--- src/hw/rtl/tmsf_pkg.sv ---
// shared widths, defaults and types of the trimmed mean sample filter
// no dependencies
`default_nettype none

package tmsf_pkg;

    localparam int SAMPLE_W             = 16;
    localparam int SUM_W                = 23;  // 128 samples of 16 bits
    localparam int MAG_W                = 22;  // rounded magnitude of the trimmed sum
    localparam int RECIP_W              = MAG_W + 1;
    localparam int SAMPLE_COUNT_DEFAULT = 12;

    typedef logic signed [SAMPLE_W-1:0] sample_t;
    typedef logic signed [SUM_W-1:0]    sum_t;

    // closing totals of one batch
    typedef struct packed {
        sum_t    sum;
        sample_t batch_min;
        sample_t batch_max;
    } batch_t;

endpackage

`default_nettype wire

--- src/hw/rtl/tmsf_sample_if.sv ---
// valid/ready channel carrying one converter sample per transaction
// depends on tmsf_pkg
`default_nettype none

interface tmsf_sample_if;

    logic                 valid;
    logic                 ready;
    tmsf_pkg::sample_t    sample;

    modport source (output valid, output sample, input ready);
    modport sink   (input valid, input sample, output ready);

endinterface

`default_nettype wire

--- src/hw/rtl/tmsf_result_if.sv ---
// valid/ready channel carrying one filtered value per transaction
// depends on tmsf_pkg
`default_nettype none

interface tmsf_result_if;

    logic                 valid;
    logic                 ready;
    tmsf_pkg::sample_t    filtered_value;

    modport source (output valid, output filtered_value, input ready);
    modport sink   (input valid, input filtered_value, output ready);

endinterface

`default_nettype wire

--- src/hw/rtl/trimmed_mean_sample_filter.sv ---
// trimmed mean sample filter: batch accumulator feeding the rounding divider
// depends on tmsf_pkg, tmsf_sample_if, tmsf_result_if and tmsf_divider
//
// usage
//   samples : sink channel, one signed 16-bit converter sample per transaction
//   results : source channel, one signed 16-bit filtered value per batch
//   every SAMPLE_COUNT samples form a batch; its sum less one minimum and one
//   maximum is divided by SAMPLE_COUNT-2, rounding half away from zero
//   throughput: one sample per cycle unless a closing sample waits for the
//   divider; the accumulator update (one add and two compares) is the only
//   work done per sample
//   pipeline: the closing totals pass the batch register, trim and round,
//   reciprocal multiply and output register stages in that order
//   stall: a stalled receiver holds the result; samples keep flowing, and only
//   the sample closing a batch waits, when all four divider stages are full
//   reset: batch count cleared, divider pipeline emptied, no result pending
`default_nettype none

module trimmed_mean_sample_filter #(
    parameter int SAMPLE_COUNT = tmsf_pkg::SAMPLE_COUNT_DEFAULT
) (
    input  wire logic     clk,
    input  wire logic     rst_n,
    tmsf_sample_if.sink   samples,
    tmsf_result_if.source results
);

    localparam int CNT_W = $clog2(SAMPLE_COUNT);

    logic [CNT_W-1:0]  count_reg, count_next;
    tmsf_pkg::sum_t    sum_reg;
    tmsf_pkg::sample_t min_reg, max_reg;
    tmsf_pkg::batch_t  acc_next;
    logic              first, last, accept;
    logic              batch_valid, batch_ready;

    assign first  = (count_reg == '0);
    assign last   = (count_reg == CNT_W'(SAMPLE_COUNT - 1));
    assign accept = samples.valid && samples.ready;

    // mid-batch samples never wait; the closing one needs room in the divider
    assign samples.ready = !last || batch_ready;
    assign batch_valid   = samples.valid && last;

    // running totals including the sample on the port
    always_comb
    begin
        if (first)
        begin
            acc_next.sum       = tmsf_pkg::SUM_W'(samples.sample);
            acc_next.batch_min = samples.sample;
            acc_next.batch_max = samples.sample;
        end
        else
        begin
            acc_next.sum       = sum_reg + tmsf_pkg::SUM_W'(samples.sample);
            acc_next.batch_min = (samples.sample < min_reg) ? samples.sample : min_reg;
            acc_next.batch_max = (samples.sample > max_reg) ? samples.sample : max_reg;
        end
        count_next = last ? '0 : count_reg + 1'b1;
    end

    always_ff @(posedge clk or negedge rst_n)
    begin
        if (!rst_n)
        begin
            count_reg <= '0;
        end
        else if (accept)
        begin
            count_reg <= count_next;
        end
    end

    // totals need no reset: the first sample of each batch loads them
    always_ff @(posedge clk)
    begin
        if (accept)
        begin
            sum_reg <= acc_next.sum;
            min_reg <= acc_next.batch_min;
            max_reg <= acc_next.batch_max;
        end
    end

    // trim, round and divide, with the output register
    tmsf_divider #(
        .SAMPLE_COUNT (SAMPLE_COUNT)
    ) u_divider (
        .clk         (clk),
        .rst_n       (rst_n),
        .batch_valid (batch_valid),
        .batch_ready (batch_ready),
        .batch       (acc_next),
        .results     (results)
    );

endmodule

`default_nettype wire

--- src/hw/rtl/tmsf_divider.sv ---
// elastic trim, round and divide pipeline: batch totals in, filtered value out
// depends on tmsf_pkg and tmsf_result_if
`default_nettype none

module tmsf_divider #(
    parameter int SAMPLE_COUNT = tmsf_pkg::SAMPLE_COUNT_DEFAULT
) (
    input  wire logic            clk,
    input  wire logic            rst_n,
    input  wire logic            batch_valid,
    output logic                 batch_ready,
    input  wire tmsf_pkg::batch_t batch,
    tmsf_result_if.source        results
);

    localparam int DIV   = SAMPLE_COUNT - 2;
    localparam int HALF  = DIV / 2;
    localparam int SHIFT = tmsf_pkg::MAG_W + $clog2(DIV);
    localparam int PROD_W = tmsf_pkg::MAG_W + tmsf_pkg::RECIP_W;
    // ceil(2^SHIFT / DIV): exact floor quotient for every MAG_W-bit magnitude
    localparam longint unsigned RECIP =
        ((longint'(1) << SHIFT) + longint'(DIV) - 1) / longint'(DIV);
    localparam logic [tmsf_pkg::RECIP_W-1:0] RECIP_V = tmsf_pkg::RECIP_W'(RECIP);

    logic                            v1_reg, v2_reg, v3_reg, vo_reg;
    logic                            en1, en2, en3, ldo;
    tmsf_pkg::batch_t                b1_reg;
    tmsf_pkg::sum_t                  trimmed;
    logic                            neg;
    logic [tmsf_pkg::SUM_W-1:0]      abs_val;
    logic [tmsf_pkg::MAG_W-1:0]      mag_reg, mag_next;
    logic                            neg2_reg, neg3_reg;
    logic [PROD_W-1:0]               prod_reg, prod_next;
    logic [tmsf_pkg::SAMPLE_W-1:0]   quot;
    tmsf_pkg::sample_t               out_reg, out_next;

    function automatic tmsf_pkg::sum_t batch_min_max_removed(input tmsf_pkg::batch_t b);
        return b.sum - tmsf_pkg::SUM_W'(b.batch_min) - tmsf_pkg::SUM_W'(b.batch_max);
    endfunction

    // stall chain, a stage loads when it is empty or its successor moves
    assign ldo         = !vo_reg || results.ready;
    assign en3         = !v3_reg || ldo;
    assign en2         = !v2_reg || en3;
    assign en1         = !v1_reg || en2;
    assign batch_ready = en1;

    always_comb
    begin
        trimmed  = batch_min_max_removed(b1_reg);
        neg      = trimmed[tmsf_pkg::SUM_W-1];
        abs_val  = neg ? tmsf_pkg::SUM_W'(-trimmed) : tmsf_pkg::SUM_W'(trimmed);
        mag_next = abs_val[tmsf_pkg::MAG_W-1:0] + tmsf_pkg::MAG_W'(HALF);
    end

    assign prod_next = PROD_W'(mag_reg) * PROD_W'(RECIP_V);
    assign quot      = prod_reg[SHIFT +: tmsf_pkg::SAMPLE_W];
    assign out_next  = $signed(neg3_reg ? (~quot + 1'b1) : quot);

    always_ff @(posedge clk or negedge rst_n)
    begin
        if (!rst_n)
        begin
            v1_reg <= 1'b0;
            v2_reg <= 1'b0;
            v3_reg <= 1'b0;
            vo_reg <= 1'b0;
        end
        else
        begin
            if (en1)
            begin
                v1_reg <= batch_valid;
            end
            if (en2)
            begin
                v2_reg <= v1_reg;
            end
            if (en3)
            begin
                v3_reg <= v2_reg;
            end
            if (ldo)
            begin
                vo_reg <= v3_reg;
            end
        end
    end

    always_ff @(posedge clk)
    begin
        if (en1)
        begin
            b1_reg <= batch;
        end
        if (en2)
        begin
            mag_reg  <= mag_next;
            neg2_reg <= neg;
        end
        if (en3)
        begin
            prod_reg <= prod_next;
            neg3_reg <= neg2_reg;
        end
        if (ldo)
        begin
            out_reg <= out_next;
        end
    end

    assign results.valid          = vo_reg;
    assign results.filtered_value = out_reg;

endmodule

`default_nettype wire

--- src/flat_wrapper.sv ---
// flat-port wrapper written by rule: the top's interface ports become plain ports
module trimmed_mean_sample_filter_flat 
#(
    parameter int SAMPLE_COUNT = tmsf_pkg::SAMPLE_COUNT_DEFAULT
)
  (clk, rst_n, samples_valid, samples_sample, samples_ready, results_valid, results_filtered_value, results_ready);
  tmsf_sample_if samples_i ();
  tmsf_result_if results_i ();
  input  wire logic clk;
  input  wire logic rst_n;
  input wire logic [$bits(samples_i.valid)-1:0] samples_valid;
  input wire logic [$bits(samples_i.sample)-1:0] samples_sample;
  output wire logic [$bits(samples_i.ready)-1:0] samples_ready;
  output wire logic [$bits(results_i.valid)-1:0] results_valid;
  output wire logic [$bits(results_i.filtered_value)-1:0] results_filtered_value;
  input wire logic [$bits(results_i.ready)-1:0] results_ready;
  assign samples_i.valid = samples_valid;
  assign samples_i.sample = samples_sample;
  assign samples_ready = samples_i.ready;
  assign results_valid = results_i.valid;
  assign results_filtered_value = results_i.filtered_value;
  assign results_i.ready = results_ready;
  trimmed_mean_sample_filter #(.SAMPLE_COUNT(SAMPLE_COUNT)) u_core (.clk(clk), .rst_n(rst_n), .samples(samples_i), .results(results_i));
endmodule
--- config.mk ---
export PLATFORM = sky130hd
export DESIGN_NAME = trimmed_mean_sample_filter_flat
export DESIGN_NICKNAME = d
export VERILOG_FILES = /design/src/hw/rtl/tmsf_pkg.sv /design/src/hw/rtl/tmsf_sample_if.sv /design/src/hw/rtl/tmsf_result_if.sv /design/src/hw/rtl/trimmed_mean_sample_filter.sv /design/src/hw/rtl/tmsf_divider.sv /design/src/flat_wrapper.sv
export SDC_FILE = /design/constraint.sdc
export NUM_CORES = 1
export LEC_CHECK = 0
export CAP_MARGIN = 20
export CORE_MARGIN = 1.5
export CORE_UTILIZATION = 25
export DETAILED_ROUTE_END_ITERATION = 16
export DONT_BUFFER_PORTS = 1
export SLEW_MARGIN = 10
export SYNTH_ARGS = -nofsm -noshare
export SYNTH_HDL_FRONTEND = slang
export SYNTH_SLANG_ARGS = --single-unit
--- constraint.sdc ---
create_clock -name clk -period 7.6 [get_ports clk]
set_input_delay 0 -clock clk [delete_from_list [all_inputs] [get_ports clk]]
set_output_delay 0 -clock clk [all_outputs]
set_load 0.1 [all_outputs]
==> flow_metrics.env <==
export IMPL_status="complete, no violations"
export IMPL_fp_coreArea_um2=70400
export IMPL_drt_wl_total_um=40300
export IMPL_endpoint_kind="register"
export IMPL_dr_pass1_iters=5
export IMPL_num_rows=97
export IMPL_cp_start_kind="register"
export IMPL_r2r_slack_ps=330
export IMPL_cts_root_buffer="clkbuf_16"
export IMPL_grt_max_degree=59
export IMPL_syn_avg_cell_area_um2=10.6
export IMPL_vias_per_cell=4.44
export IMPL_synth_xor_area_share_pct=5.07
export IMPL_largest_reg_flops=55
export IMPL_ys_warn_count=0
export IMPL_wl_per_cell_um=15.1
export IMPL_placedCellCount=2616
export IMPL_max_freq_mhz=138
export IMPL_synth_seq_cells=174
export IMPL_final_hold_violation_count=0
export IMPL_slew_headroom_pct=35.3
export IMPL_path_max_fanout=4
export IMPL_synth_compound_area_share_pct=11.3
export IMPL_cts_tree="done"
export IMPL_async_flop_share_pct=4.60
export IMPL_drc=0
export IMPL_post_cts_setup_buffers=0
export IMPL_max_slew_worst_pin_slew_ps=972
export IMPL_synthAdderAreaFrac_pct=35.5
export IMPL_nNetsFinal=2145
export IMPL_fp_dieH_um=270
export IMPL_r2r_start="u_core.u_divider.mag_reg[19]$_DFFE_PP_"
export IMPL_insertedDiodeCount=0
export IMPL_synth_simple_area_share_pct=9.16
export IMPL_cp_required_ps=7800
export IMPL_antenna_left=0
export IMPL_setup_tns_ps=0
export IMPL_clkSinkCount=174
export IMPL_instances_no_fill=2669
export IMPL_holdPathEnd="u_core.min_reg[15]$_DFFE_PP_"
export IMPL_ys_seq_area_share_pct=29.0
export IMPL_synth_top_family_by_area="adder cells"
export IMPL_yosys_area_top_type="edfxtp_1"
export IMPL_reg2reg_to="u_core.u_divider.prod_reg[41]$_DFFE_PP_"
export IMPL_holdCritStartpoint="samples_sample[14]"
export IMPL_hold_class="in -> reg"
export IMPL_synth_flop_cell="edfxtp_1"
export IMPL_drive_gt1_share_pct=6.36
export IMPL_clkLatencyLatePin_ps=470
export IMPL_clk_pin_slew_ps=80
export IMPL_area_growth_pct=10.7
export IMPL_io_pins=38
export IMPL_synth_edf_count=166
export IMPL_synth_area_mux_share_pct=2.11
export IMPL_dp_worst_setup_slack_ps=161
export IMPL_syn_area_um2=17900
export IMPL_clockBufferDepth=2
export IMPL_whs_ps=37.5
export IMPL_crit_arrival_ps=7460
export IMPL_hold_depth=3
export IMPL_grt_use_total_pct=11.2
export IMPL_start_util_pct=25.4
export IMPL_overflow=0
export IMPL_finalWeightedCongestion=0.863
export IMPL_antenna_found_initial=0
export IMPL_htreeDepth=4
export IMPL_finalSetupViolCount=0
export IMPL_cap_violations=0
export IMPL_syn_inst=1693
export IMPL_min_period_over_period_pct=95.6
export IMPL_cts_buffers=17
export IMPL_syn_nets=2122
export IMPL_grt_pass1_wl_um=65000
export IMPL_die_x_um=270
export IMPL_synth_top_area_share_pct=27.9
export IMPL_skew_ps=25.9
export IMPL_portBuffers=0
export IMPL_reg2reg_depth=25
export IMPL_drv_slew=0
export IMPL_drt_initial_drc_count=568
export IMPL_post_route_min_period_ps=7270
export IMPL_synthTopCellsByArea="edfxtp_1 28%, fa_1 18%, ha_1 17%, inv_1 7.1%, xnor2_1 3.4%"
export IMPL_rsz0062_at_grt="false"
export IMPL_dp_hpwl_um=32900
export IMPL_dieArea_um2=73200
export IMPL_vias=11900
export IMPL_first_global_vias=12400
export IMPL_ys_types=88
export IMPL_path_class="reg -> reg"
export IMPL_finalWorstSetupSlack_ps=334
## metal layers
metal / vias to the layer above / track usage [%] / wire [um]
met3: 36 / 1.85 / 1380
met1: 5781 / 14.5 / 19000
li1: 5834 / - / -
met5: - / 0 / 0
met2: 207 / 18.9 / 19100
met4: 0 / 3.50 / 805
## cell families (layout without fill, tap and decap cells)
logic type | after synthesis | count (layout)
muxes | 34 | 34
buffers and inverters | 366 | 402
DFF | 174 | 174
and+or+nand+nor | 311 | 311
adders and majority gates | 409 | 409
AOI/OAI and AO/OA | 298 | 298
xor gates and xnor gates | 101 | 101
## critical path: stages, from the launching register on
cell	delay, ps
edfxtp_1	460
fa_1	560
inv_1	50
fa_1	470
inv_1	50
fa_1	490
inv_1	50
fa_1	510
inv_1	60
fa_1	440
fa_1	530
inv_1	60
fa_1	520
inv_1	40
ha_1	300
a21o_1	190
a21o_1	170
a21o_1	190
nor4bb_1	380
o211ai_1	180
a31oi_1	340
o31ai_1	200
o41ai_2	360
o21bai_1	150
a21oi_1	190
xnor2_1	80
## worst max-delay path by stage
stage                                                       from                                      end  slack (ps)  depth (start not counted)
after floorplan           u_core.u_divider.mag_reg[19]$_DFFE_PP_  u_core.u_divider.prod_reg[41]$_DFFE_PP_         660                         25
after CTS                 u_core.u_divider.mag_reg[19]$_DFFE_PP_  u_core.u_divider.prod_reg[41]$_DFFE_PP_         130                         25
after global placement    u_core.u_divider.mag_reg[19]$_DFFE_PP_  u_core.u_divider.prod_reg[41]$_DFFE_PP_         250                         25
final                     u_core.u_divider.mag_reg[19]$_DFFE_PP_  u_core.u_divider.prod_reg[41]$_DFFE_PP_         330                         25
after global routing      u_core.u_divider.mag_reg[19]$_DFFE_PP_  u_core.u_divider.prod_reg[41]$_DFFE_PP_          40                         25
after detailed placement  u_core.u_divider.mag_reg[19]$_DFFE_PP_  u_core.u_divider.prod_reg[41]$_DFFE_PP_         160                         25
## through the flow
step / utilization (%) / instance area [um2]
final: 28.1 / 19800
after global routing: 28.1 / 19800
after CTS: 28.1 / 19800
after detailed placement: 27.0 / 19000
after global placement: 27.0 / 19000
after floorplan: - / 17900
## cells in the final DEF (no fill, tap or decap), drive strengths merged, types with 13 or more instances in the layout
cell type | netlist | final
a21o | 28 | 28
a21oi | 67 | 67
a31oi | 14 | 14
and2 | 13 | 13
and3 | 17 | 17
clkbuf | 14 | 18
dlygate4sd3 | 0 | 20
edfxtp | 166 | 166
fa | 165 | 165
ha | 244 | 244
inv | 341 | 346
mux2 | 30 | 30
nand2 | 67 | 67
nand3 | 33 | 33
nand4 | 15 | 15
nor2 | 63 | 63
nor2b | 13 | 13
nor3 | 27 | 27
o21a | 19 | 19
o21ai | 79 | 79
xnor2 | 71 | 71
xor2 | 30 | 30
## repair_timing
action / in CTS / in global routing
hold buffers: 20 / 0
setup endpoints to repair: 0 / 2
endpoints found under the hold margin: 123 / 0
gates resized for setup: 0 / 1
## cells in the mapped netlist, types with 7 or more instances
cell / instances
or2_2: 10
nand2_1: 67
buf_2: 7
a21oi_1: 66
o21a_1: 19
and3_1: 16
ha_1: 244
edfxtp_1: 166
fa_1: 165
a31oi_1: 14
nand2b_1: 11
and2_1: 13
o211ai_1: 11
or3_1: 9
nand4_1: 15
o21ai_0: 71
inv_1: 340
clkbuf_1: 14
nor3_1: 26
nor2_1: 62
a21o_1: 28
nand3_1: 32
xnor2_1: 69
xor2_1: 29
o31ai_1: 11
mux2_2: 30
nor2b_1: 13
dfrtp_1: 8
o21ai_1: 7
## layout make-up
cell class,count,area (um2)
Multi-Input combinational cell,1153,11300
Tap cell,940,1180
Clock inverter,14,153
Inverter,341,1280
Clock buffer,18,429
Timing Repair Buffer,29,275
Fill cell,7417,50600
Sequential cell,174,5180
Power is not shown: default switching activity piles up to over one toggle a cycle in this logic, so the estimate is an artifact.
